<file path="src/sv/assert_macros.svh">
// ---------------------------------------------------------------------------
// Assertion macros
// Shared concurrent assertion forms, clocked on clk and muted during reset.
// ---------------------------------------------------------------------------
`ifndef ASSERT_MACROS_SVH
`define ASSERT_MACROS_SVH

// The property must hold at every clock edge outside reset.
`define ASSERT_ALWAYS(label, prop, msg) \
	label: assert property (@(posedge clk) disable iff (!arst_n) (prop)) else $error(msg);

// When the antecedent holds, the consequent must hold in the same cycle.
`define ASSERT_IMPL(label, ante, cons, msg) \
	label: assert property (@(posedge clk) disable iff (!arst_n) (ante) |-> (cons)) \
		else $error(msg);

// When the antecedent holds, the consequent must hold in the next cycle.
`define ASSERT_NEXT(label, ante, cons, msg) \
	label: assert property (@(posedge clk) disable iff (!arst_n) (ante) |=> (cons)) \
		else $error(msg);

`endif

</file>
<file path="src/sv/gcmd_pkg.sv">
// ---------------------------------------------------------------------------
// Great-circle minimum distance package
// Beat payload types, sequencer states and fixed-point constants.
// ---------------------------------------------------------------------------
package gcmd_pkg;

	localparam int ITERS = 30;

	localparam logic signed [33:0] ONE_Q30  = 34'sd1073741824;
	localparam logic signed [33:0] HALF_TURN = 34'sd2147483648;
	localparam logic signed [33:0] GAIN_Q30 = 34'sd652032874;
	localparam logic signed [32:0] PI_Q30   = 33'sd3373259426;
	localparam logic [31:0]        RADIUS_RESET = 32'd6372798;

	// Arctangent of 2^-i as a binary angle (2^31 is a half turn).
	localparam logic [29:0] ATAN_BA [ITERS] = '{
		30'h20000000, 30'h12E4051D, 30'h09FB385B, 30'h051111D4, 30'h028B0D43,
		30'h0145D7E1, 30'h00A2F61E, 30'h00517C55, 30'h0028BE53, 30'h00145F2E,
		30'h000A2F98, 30'h000517CC, 30'h00028BE6, 30'h000145F3, 30'h0000A2F9,
		30'h0000517C, 30'h000028BE, 30'h0000145F, 30'h00000A2F, 30'h00000517,
		30'h0000028B, 30'h00000145, 30'h000000A2, 30'h00000051, 30'h00000028,
		30'h00000014, 30'h0000000A, 30'h00000005, 30'h00000002, 30'h00000001
	};

	typedef struct packed {
		logic signed [31:0] first_latitude;
		logic signed [31:0] first_longitude;
		logic signed [31:0] second_latitude;
		logic signed [31:0] second_longitude;
		logic               group_end;
	} gcmd_in_t;

	typedef struct packed {
		logic [33:0] pair_distance;
		logic [33:0] group_minimum;
		logic        minimum_final;
	} gcmd_out_t;

	typedef enum logic [3:0] {
		ST_IDLE,
		ST_LOAD,
		ST_ROT,
		ST_COSEND,
		ST_MUL_CC,
		ST_MUL_VP,
		ST_HALF,
		ST_SQRT,
		ST_VLOAD,
		ST_VEC,
		ST_ZEND,
		ST_MUL_PI,
		ST_MUL_R,
		ST_OUT
	} gcmd_state_t;

endpackage

</file>
<file path="src/sv/gcmd_ifs.sv">
// ---------------------------------------------------------------------------
// Great-circle minimum distance channels
// Valid/ready channels for point-pair beats and distance beats.
// ---------------------------------------------------------------------------
interface gcmd_in_if import gcmd_pkg::*; ();
	logic     valid;
	logic     ready;
	gcmd_in_t data;
	modport source (output valid, output data, input ready);
	modport sink (input valid, input data, output ready);
endinterface

interface gcmd_out_if import gcmd_pkg::*; ();
	logic      valid;
	logic      ready;
	gcmd_out_t data;
	modport source (output valid, output data, input ready);
	modport sink (input valid, input data, output ready);
endinterface

</file>
<file path="src/sv/great_circle_min_distance_top.sv">
// One pair is worked at a time. A haversine term that clamps to zero or one skips
// the square root and the arcsine. The next pair is taken in the cycle after a result
// loads, and a stalled output beat holds the sequencer until the result can load.
// One shared CORDIC unit works four cosines and one arcsine (one rotation per cycle),
// and two square roots are worked side by side, each retiring two radicand bits per cycle.
// arst_n clears the sequencer, the running minimum and the output beat, and loads
// the radius register with its default of 6372798 metres.
// ---------------------------------------------------------------------------
// Great-circle minimum distance
// Haversine distance of each point pair and running minimum over a group.
// ---------------------------------------------------------------------------
`include "assert_macros.svh"

module great_circle_min_distance_top import gcmd_pkg::*; (
	input  logic        clk,
	input  logic        arst_n,
	gcmd_in_if.sink     in_ch,
	gcmd_out_if.source  out_ch,
	input  logic        cfg_we,
	input  logic [31:0] cfg_wdata
);

	gcmd_state_t state_q, state_d;

	logic [31:0]        radius_q;
	logic signed [31:0] ang_q [4];
	logic signed [31:0] cos_q [4];
	logic [1:0]         idx_q;
	logic               last_q;
	logic signed [33:0] cx_q, cy_q, cz_q;
	logic [4:0]         step_q;
	logic               neg_q;
	logic               vec_q;
	logic [59:0]        sqx_n_q, sqy_n_q;
	logic [30:0]        sqx_rem_q, sqy_rem_q;
	logic [29:0]        sqx_root_q, sqy_root_q;
	logic [30:0]        zf_q;
	logic signed [65:0] prod_q;
	logic [33:0]        rm_q;
	logic               mv_q;
	logic               out_valid_q;
	gcmd_out_t          out_q;

	logic in_fire, out_load, last_step;

	// CORDIC step
	logic signed [33:0] dx, dy, at, nx, ny, nz;
	logic               pos;

	// Angle folding into [-90, 90] degrees
	logic signed [33:0] t_ext, t_fold;
	logic               t_neg;
	logic signed [33:0] cclamp, cres;

	// Multiplier
	logic signed [32:0] mul_a, mul_b;

	// Haversine term
	logic signed [33:0] u_val, vp_val, h_sum, h_val, one_m_h;

	// Square root steps
	logic [32:0] sqx_rem2, sqy_rem2, sqx_trial, sqy_trial;

	// Result
	logic [63:0] dist_sum;
	logic [33:0] dist_m, new_min;

	assign in_fire   = in_ch.valid && in_ch.ready;
	assign in_ch.ready = (state_q == ST_IDLE);
	assign out_load  = (state_q == ST_OUT) && (!out_valid_q || out_ch.ready);
	assign last_step = (step_q == 5'(ITERS - 1));

	assign out_ch.valid = out_valid_q;
	assign out_ch.data  = out_q;

	always_comb begin
		dx  = cy_q >>> step_q;
		dy  = cx_q >>> step_q;
		at  = signed'({4'b0000, ATAN_BA[step_q]});
		pos = vec_q ? cy_q[33] : !cz_q[33];
		nx  = pos ? cx_q - dx : cx_q + dx;
		ny  = pos ? cy_q + dy : cy_q - dy;
		nz  = pos ? cz_q - at : cz_q + at;
	end

	always_comb begin
		t_ext = {{2{ang_q[idx_q][31]}}, ang_q[idx_q]};
		t_neg = 1'b0;
		t_fold = t_ext;
		if (t_ext > ONE_Q30) begin
			t_fold = t_ext - HALF_TURN;
			t_neg  = 1'b1;
		end else if (t_ext < -ONE_Q30) begin
			t_fold = t_ext + HALF_TURN;
			t_neg  = 1'b1;
		end
		if (cx_q > ONE_Q30) begin
			cclamp = ONE_Q30;
		end else if (cx_q < -ONE_Q30) begin
			cclamp = -ONE_Q30;
		end else begin
			cclamp = cx_q;
		end
		cres = neg_q ? -cclamp : cclamp;
	end

	always_comb begin
		u_val   = ONE_Q30 - {{2{cos_q[0][31]}}, cos_q[0]};
		vp_val  = prod_q[63:30];
		h_sum   = u_val + vp_val;
		h_val   = h_sum >>> 1;
		one_m_h = ONE_Q30 - h_val;
	end

	always_comb begin
		sqx_rem2  = {sqx_rem_q, sqx_n_q[59:58]};
		sqy_rem2  = {sqy_rem_q, sqy_n_q[59:58]};
		sqx_trial = {1'b0, sqx_root_q, 2'b01};
		sqy_trial = {1'b0, sqy_root_q, 2'b01};
	end

	always_comb begin
		mul_a = '0;
		mul_b = '0;
		unique case (state_q)
			ST_MUL_CC: begin
				mul_a = {cos_q[2][31], cos_q[2]};
				mul_b = {cos_q[3][31], cos_q[3]};
			end
			ST_MUL_VP: begin
				mul_a = 33'(ONE_Q30 - {{2{cos_q[1][31]}}, cos_q[1]});
				mul_b = prod_q[62:30];
			end
			ST_MUL_PI: begin
				mul_a = {2'b00, zf_q};
				mul_b = PI_Q30;
			end
			ST_MUL_R: begin
				mul_a = {1'b0, radius_q};
				mul_b = {1'b0, prod_q[61:30]};
			end
			default: begin
			end
		endcase
	end

	always_comb begin
		// The rounding add wraps at 64 bits, which the distance field absorbs.
		dist_sum = 64'(prod_q[63:0]) + 64'd536870912;
		dist_m   = dist_sum[63:30];
		new_min  = (!mv_q || dist_m < rm_q) ? dist_m : rm_q;
	end

	always_comb begin
		state_d = state_q;
		unique case (state_q)
			ST_IDLE:   if (in_fire) state_d = ST_LOAD;
			ST_LOAD:   state_d = ST_ROT;
			ST_ROT:    if (last_step) state_d = ST_COSEND;
			ST_COSEND: state_d = (idx_q == 2'd3) ? ST_MUL_CC : ST_LOAD;
			ST_MUL_CC: state_d = ST_MUL_VP;
			ST_MUL_VP: state_d = ST_HALF;
			ST_HALF: begin
				if (h_val >= ONE_Q30 || h_val <= 34'sd0) begin
					state_d = ST_MUL_PI;
				end else begin
					state_d = ST_SQRT;
				end
			end
			ST_SQRT:   if (last_step) state_d = ST_VLOAD;
			ST_VLOAD:  state_d = ST_VEC;
			ST_VEC:    if (last_step) state_d = ST_ZEND;
			ST_ZEND:   state_d = ST_MUL_PI;
			ST_MUL_PI: state_d = ST_MUL_R;
			ST_MUL_R:  state_d = ST_OUT;
			ST_OUT:    if (out_load) state_d = ST_IDLE;
			default:   state_d = ST_IDLE;
		endcase
	end

	always_ff @(posedge clk or negedge arst_n) begin
		if (!arst_n) begin
			state_q <= ST_IDLE;
		end else begin
			state_q <= state_d;
		end
	end

	always_ff @(posedge clk or negedge arst_n) begin
		if (!arst_n) begin
			radius_q    <= RADIUS_RESET;
			rm_q        <= '0;
			mv_q        <= 1'b0;
			out_valid_q <= 1'b0;
			step_q      <= '0;
			idx_q       <= '0;
		end else begin
			if (cfg_we) begin
				radius_q <= cfg_wdata;
			end
			if (out_load) begin
				out_valid_q <= 1'b1;
				if (last_q) begin
					rm_q <= '0;
					mv_q <= 1'b0;
				end else begin
					rm_q <= new_min;
					mv_q <= 1'b1;
				end
			end else if (out_ch.ready) begin
				out_valid_q <= 1'b0;
			end
			if (state_q == ST_IDLE) begin
				idx_q <= '0;
			end else if (state_q == ST_COSEND) begin
				idx_q <= idx_q + 2'd1;
			end
			if (state_q == ST_ROT || state_q == ST_SQRT || state_q == ST_VEC) begin
				step_q <= last_step ? 5'd0 : step_q + 5'd1;
			end
		end
	end

	always_ff @(posedge clk) begin
		if (out_load) begin
			out_q.pair_distance <= dist_m;
			out_q.group_minimum <= new_min;
			out_q.minimum_final <= last_q;
		end
		if (state_q == ST_MUL_CC || state_q == ST_MUL_VP || state_q == ST_MUL_PI
				|| state_q == ST_MUL_R) begin
			prod_q <= 66'(mul_a) * 66'(mul_b);
		end
		unique case (state_q)
			ST_IDLE: begin
				if (in_fire) begin
					ang_q[0] <= in_ch.data.first_latitude - in_ch.data.second_latitude;
					ang_q[1] <= in_ch.data.first_longitude - in_ch.data.second_longitude;
					ang_q[2] <= in_ch.data.first_latitude;
					ang_q[3] <= in_ch.data.second_latitude;
					last_q   <= in_ch.data.group_end;
				end
			end
			ST_LOAD: begin
				cx_q  <= GAIN_Q30;
				cy_q  <= '0;
				cz_q  <= t_fold;
				neg_q <= t_neg;
				vec_q <= 1'b0;
			end
			ST_ROT, ST_VEC: begin
				cx_q <= nx;
				cy_q <= ny;
				cz_q <= nz;
			end
			ST_COSEND: begin
				cos_q[idx_q] <= cres[31:0];
			end
			ST_HALF: begin
				if (h_val >= ONE_Q30) begin
					zf_q <= 31'd1073741824;
				end else if (h_val <= 34'sd0) begin
					zf_q <= '0;
				end
				sqx_n_q    <= {one_m_h[29:0], 30'd0};
				sqy_n_q    <= {h_val[29:0], 30'd0};
				sqx_rem_q  <= '0;
				sqy_rem_q  <= '0;
				sqx_root_q <= '0;
				sqy_root_q <= '0;
			end
			ST_SQRT: begin
				// Restoring square root: two radicand bits per cycle, one root bit.
				sqx_n_q <= {sqx_n_q[57:0], 2'b00};
				sqy_n_q <= {sqy_n_q[57:0], 2'b00};
				if (sqx_rem2 >= sqx_trial) begin
					sqx_rem_q  <= 31'(sqx_rem2 - sqx_trial);
					sqx_root_q <= {sqx_root_q[28:0], 1'b1};
				end else begin
					sqx_rem_q  <= sqx_rem2[30:0];
					sqx_root_q <= {sqx_root_q[28:0], 1'b0};
				end
				if (sqy_rem2 >= sqy_trial) begin
					sqy_rem_q  <= 31'(sqy_rem2 - sqy_trial);
					sqy_root_q <= {sqy_root_q[28:0], 1'b1};
				end else begin
					sqy_rem_q  <= sqy_rem2[30:0];
					sqy_root_q <= {sqy_root_q[28:0], 1'b0};
				end
			end
			ST_VLOAD: begin
				cx_q  <= {4'b0000, sqx_root_q};
				cy_q  <= {4'b0000, sqy_root_q};
				cz_q  <= '0;
				vec_q <= 1'b1;
			end
			ST_ZEND: begin
				if (cz_q < 34'sd0) begin
					zf_q <= '0;
				end else if (cz_q > ONE_Q30) begin
					zf_q <= 31'd1073741824;
				end else begin
					zf_q <= cz_q[30:0];
				end
			end
			default: begin
			end
		endcase
	end

	`ASSERT_NEXT(a_accept_starts, in_fire, state_q == ST_LOAD, "accepted beat did not start work")
	`ASSERT_ALWAYS(a_min_cleared, mv_q || rm_q == 34'd0, "running minimum set while invalid")
	`ASSERT_IMPL(a_min_bound, out_valid_q, out_q.group_minimum <= out_q.pair_distance, "minimum above distance")
	`ASSERT_ALWAYS(a_step_range, step_q <= 5'(ITERS - 1), "step counter out of range")

endmodule
</file>
<file path="src/flat_wrapper.sv">
// flat-port wrapper written by rule: the top's interface ports become plain ports
module great_circle_min_distance_top_flat import gcmd_pkg::*;
  (clk, arst_n, cfg_we, cfg_wdata, in_ch_valid, in_ch_data, in_ch_ready, out_ch_valid, out_ch_data, out_ch_ready);
  gcmd_in_if in_ch_i ();
  gcmd_out_if out_ch_i ();
  input  logic clk;
  input  logic arst_n;
  input  logic cfg_we;
  input  logic [31:0] cfg_wdata;
  input wire logic [$bits(in_ch_i.valid)-1:0] in_ch_valid;
  input wire logic [$bits(in_ch_i.data)-1:0] in_ch_data;
  output wire logic [$bits(in_ch_i.ready)-1:0] in_ch_ready;
  output wire logic [$bits(out_ch_i.valid)-1:0] out_ch_valid;
  output wire logic [$bits(out_ch_i.data)-1:0] out_ch_data;
  input wire logic [$bits(out_ch_i.ready)-1:0] out_ch_ready;
  assign in_ch_i.valid = in_ch_valid;
  assign in_ch_i.data = in_ch_data;
  assign in_ch_ready = in_ch_i.ready;
  assign out_ch_valid = out_ch_i.valid;
  assign out_ch_data = out_ch_i.data;
  assign out_ch_i.ready = out_ch_ready;
  great_circle_min_distance_top u_core (.clk(clk), .arst_n(arst_n), .in_ch(in_ch_i), .out_ch(out_ch_i), .cfg_we(cfg_we), .cfg_wdata(cfg_wdata));
endmodule
</file>
<file path="config.mk">
export PLATFORM = sky130hd
export DESIGN_NAME = great_circle_min_distance_top_flat
export DESIGN_NICKNAME = d
export VERILOG_FILES = /design/src/sv/gcmd_pkg.sv /design/src/sv/gcmd_ifs.sv /design/src/sv/great_circle_min_distance_top.sv /design/src/flat_wrapper.sv
export VERILOG_INCLUDE_DIRS = /design/src /design/src/sv
export SDC_FILE = /design/constraint.sdc
export NUM_CORES = 2
export LEC_CHECK = 0
export BUFFER_PORTS_ARGS = -buffer_cell sky130_fd_sc_hd__buf_4
export CAP_MARGIN = 20
export CELL_PAD_IN_SITES_DETAIL_PLACEMENT = 1
export CELL_PAD_IN_SITES_GLOBAL_PLACEMENT = 2
export CORE_MARGIN = 5
export CORE_UTILIZATION = 46
export DETAILED_ROUTE_END_ITERATION = 7
export GPL_ROUTABILITY_DRIVEN = 0
export HOLD_SLACK_MARGIN = 0.1
export PLACE_DENSITY = 0.9
export SLEW_MARGIN = 30
export SYNTH_ARGS = -nofsm -noshare
export SYNTH_HDL_FRONTEND = slang
export SYNTH_SLANG_ARGS = --single-unit
</file>
<file path="constraint.sdc">
create_clock -name clk -period 17.55 [get_ports clk]
set_clock_uncertainty 0.1 [all_clocks]
set_input_delay 0.8775 -clock clk [delete_from_list [all_inputs] [get_ports clk]]
set_output_delay 0.8775 -clock clk [all_outputs]
set_load 0.02 [all_outputs]
</file>
==> impl_metrics.env <==
export IMPL_crit_end="u_core.prod_q[63]"
export IMPL_maxSlewHeadroom=0.239
export IMPL_hold_slack_ns=0.205
export IMPL_std_cell_rows=162
export IMPL_drt_iter0_markers=6251
export IMPL_synth_cell_types=100
export IMPL_place_ws_ns=5.38
export IMPL_port_buffers=236
export IMPL_cts_sinks=756
export IMPL_fin_setup_tns_ns=0
export IMPL_critical_path_max_stage_delay_ns=0.80
export IMPL_peakVddDrop_mv=0.121
export IMPL_grt_pass1_wl_um=491000
export IMPL_clock_root_buffer="clkbuf_16"
export IMPL_fmax_ghz=0.0805
export IMPL_dr_total_vias=72100
export IMPL_cts_resized=0
export IMPL_synth_fp_nets=11200
export IMPL_synth_edf_count=677
export IMPL_die_w_um=452
export IMPL_drt_pass1_iter_count=8
export IMPL_async_reset_ff_frac=0.104
export IMPL_clockBufferDepth=3
export IMPL_path_clk_slew_ns=0.06
export IMPL_grt_max_degree=80
export IMPL_cts_setup_buffers=0
export IMPL_yosysSeqAreaShare=0.248
export IMPL_setup_viol=0
export IMPL_reg2reg_depth=34
export IMPL_final_hold_violation_count=0
export IMPL_final_cell_area_um2=97900
export IMPL_crit_path_end_kind="register"
export IMPL_avgSynthCellArea_um2=9.64
export IMPL_crit_type="reg -> reg"
export IMPL_overflow=0
export IMPL_crit_fanout=10
export IMPL_final_antenna_net_count=0
export IMPL_area_growth_pct=8.82
export IMPL_powerDensity_nw_per_um2=163
export IMPL_period_share=0.708
export IMPL_wirelength_um=322000
export IMPL_tightest_slew_ns=1.14
export IMPL_initial_core_util=0.462
export IMPL_slowest_stage="nor4b_1"
export IMPL_crit_top_cell="fa_1"
export IMPL_yosys_area_top_type_share=0.251
export IMPL_r2r_setup_slack_ns=5.13
export IMPL_netlist_instances=9342
export IMPL_grt_pass1_vias=79600
export IMPL_r2r_end="u_core.prod_q[63]"
export IMPL_p_leak_nw=43.3
export IMPL_multi_input_area_um2=60800
export IMPL_dieArea_um2=205000
export IMPL_cts_buffers=89
export IMPL_ys_warnings_count=0
export IMPL_wire_per_inst_um=26.7
export IMPL_rsz0062_at_grt="false"
export IMPL_ys_flop_type="edfxtp_1"
export IMPL_fin_crit_ns=12.42
export IMPL_fill_cells=21800
export IMPL_worstPathRequired_ns=17.91
export IMPL_status="finished, final reports clean"
export IMPL_drc=0
export IMPL_crit_path_start="u_core.cos_q[1][9]"
export IMPL_dpl_instance_area_um2=94800
export IMPL_hold_path_class="in -> reg"
export IMPL_netlist_area_um2=90000
export IMPL_fin_ws_ns=5.13
export IMPL_grt_usage=0.313
export IMPL_core_area_um2=195000
export IMPL_maxCapViolCount=0
export IMPL_crit_arrival_ns=12.78
export IMPL_r2r_start="u_core.cos_q[1][9]"
export IMPL_fin_nets=11200
export IMPL_start_kind="register"
export IMPL_cts_tree="done"
export IMPL_hpwlAfterDp_um=247000
export IMPL_yosysTopAreaCell="fa_1"
export IMPL_synthTopCellsByArea="fa_1, edfxtp_1, ha_1"
export IMPL_yosys_register_bits=756
export IMPL_drive_above_1_share=0.0970
export IMPL_seq_area_um2=22300
export IMPL_clkLatencyLatePin_ns=0.75
export IMPL_htree_levels=3
export IMPL_fp_dieH_um=452
export IMPL_viasPerCell=5.97
export IMPL_finalMaxSlewViolations=0
export IMPL_num_io_pins=237
export IMPL_antenna_found_initial=7
## Yosys cell counts (14+ instances only)
cell	count
nor2_1	958
buf_1	52
o21bai_1	44
nor3_1	92
nand3_1	100
xor2_1	199
edfxtp_1	677
a31oi_1	54
or2_2	22
and3_1	40
o21a_1	81
nand4_1	54
a22oi_1	22
nand2b_1	58
and4_1	15
inv_1	1450
o21ai_1	18
nor4_1	32
a211oi_1	60
a21boi_0	40
a21o_1	161
ha_1	545
a21oi_1	361
dfstp_2	14
mux4_2	127
or4_1	16
a221o_1	23
buf_2	25
or3_1	31
o31ai_1	42
xnor2_1	257
a31o_2	14
a22o_1	59
nand2_1	1031
clkbuf_1	367
and2_1	100
dfrtp_1	65
o21ai_0	344
mux2i_1	89
a222oi_1	21
nor2b_1	44
o211ai_1	42
a221oi_1	29
mux2_2	106
fa_1	1130
## critical path, delay by kind of cell, from the launching register on
kind,cells,cell delay [ns]
AO/OA/AOI/OAI,10,2.90
flip-flops,1,0.43
XOR/XNOR,1,0.11
AND/OR/NAND/NOR,7,2.96
adder cells (fa/ha/maj),9,4.48
buffers and inverters,7,1.16
## metal layers
metal,vias to the layer above,share of wire,global-route usage
met3,853,0.073,0.0529
met5,-,0.00011,0
li1,31100,-,-
met2,2802,0.48,0.527
met1,37300,0.38,0.385
met4,6,0.067,0.173
## final cells by class
cell class | instances | share of cell area
inverter | 1456 | 0.0558
clock buffer | 110 | 0.0241
timing repair buffer | 404 | 0.0314
clock inverter | 56 | 0.00685
antenna | 1 | 0.0000255
sequential | 756 | 0.228
tap | 2624 | 0.0335
multi-input combinational | 6676 | 0.620
## logic make-up after synthesis
family,count (synthesis),synth area share
AOI/OAI and AO/OA,1559,0.114
xor gates and xnor gates,456,0.0444
DFF,756,0.248
and+or+nand+nor,2662,0.130
adders and majority gates,1675,0.327
muxes,324,0.0553
buffers and inverters,1910,0.0809
## state kept, by name, summed over array words and instances (netlist names), 2 cells and up
name	flops
u_core.ang_q	128
u_core.cos_q	128
u_core.out_ch.data	69
u_core.prod_q	35
u_core.cx_q	34
u_core.cy_q	34
u_core.cz_q	34
u_core.rm_q	34
u_core.radius_q	32
u_core.sqx_rem_q	31
u_core.sqy_rem_q	31
u_core.zf_q	31
u_core.sqx_n_q	30
u_core.sqx_root_q	30
u_core.sqy_root_q	30
u_core.sqy_n_q	29
u_core.step_q	5
u_core.state_q	4
u_core.idx_q	2
## worst min path at each step
stage | slack [ns] | endpoint | cells past startpoint | start
3_5_place_dp | 0.40 | u_core.radius_q[27] | 1 | u_core.radius_q[27]
2_1_floorplan | 0.35 | u_core.mv_q | 1 | u_core.mv_q
4_1_cts | 0.14 | u_core.last_q | 1 | in_ch_data[0]
5_1_grt | 0.17 | u_core.last_q | 1 | in_ch_data[0]
3_3_place_gp | 0.39 | u_core.radius_q[27] | 1 | u_core.radius_q[27]
6_report | 0.21 | u_core.last_q | 1 | in_ch_data[0]
## what timing repair did
action	4_1_cts	5_1_grt
hold buffers	1	0
endpoints found under the setup margin	0	0
endpoints found under the hold margin	34	0
## layout by cell type (no fill, tap or decap), types with 80 or more instances in the layout
master     synthesis  final
edfxtp_1         677    677
inv_1           1450   1448
nor2_1           958    953
mux2i_1           89     89
buf_4              0    397
xnor2_1          257    256
mux4_2           127    127
a21o_1           161    160
ha_1             545    545
nand2_1         1031   1029
clkbuf_16          0     90
nor3_1            92     92
a21oi_1          361    360
xor2_1           199    199
and2_1           100     98
o21ai_0          344    332
nand3_1          100    100
mux2_2           106    106
o21a_1            81     80
fa_1            1130   1130
## where the power goes
group / internal, mW / switching [mW]
Combinational: 3.97 / 6.68
Clock: 1.09 / 0.882
Sequential: 2.69 / 0.611
Total: 7.75 / 8.17
## through the flow
stage / utilization / cells / total power [mW]
2_1_floorplan: - / 9342 / 10.4
3_3_place_gp: 0.487 / 11900 / 13.3
3_5_place_dp: 0.487 / 11900 / 13.7
4_1_cts: 0.502 / 12100 / 15.8
5_1_grt: 0.503 / 12100 / 16.9
6_report: 0.503 / 12100 / 15.9
(Power assumes the default switching activity.)
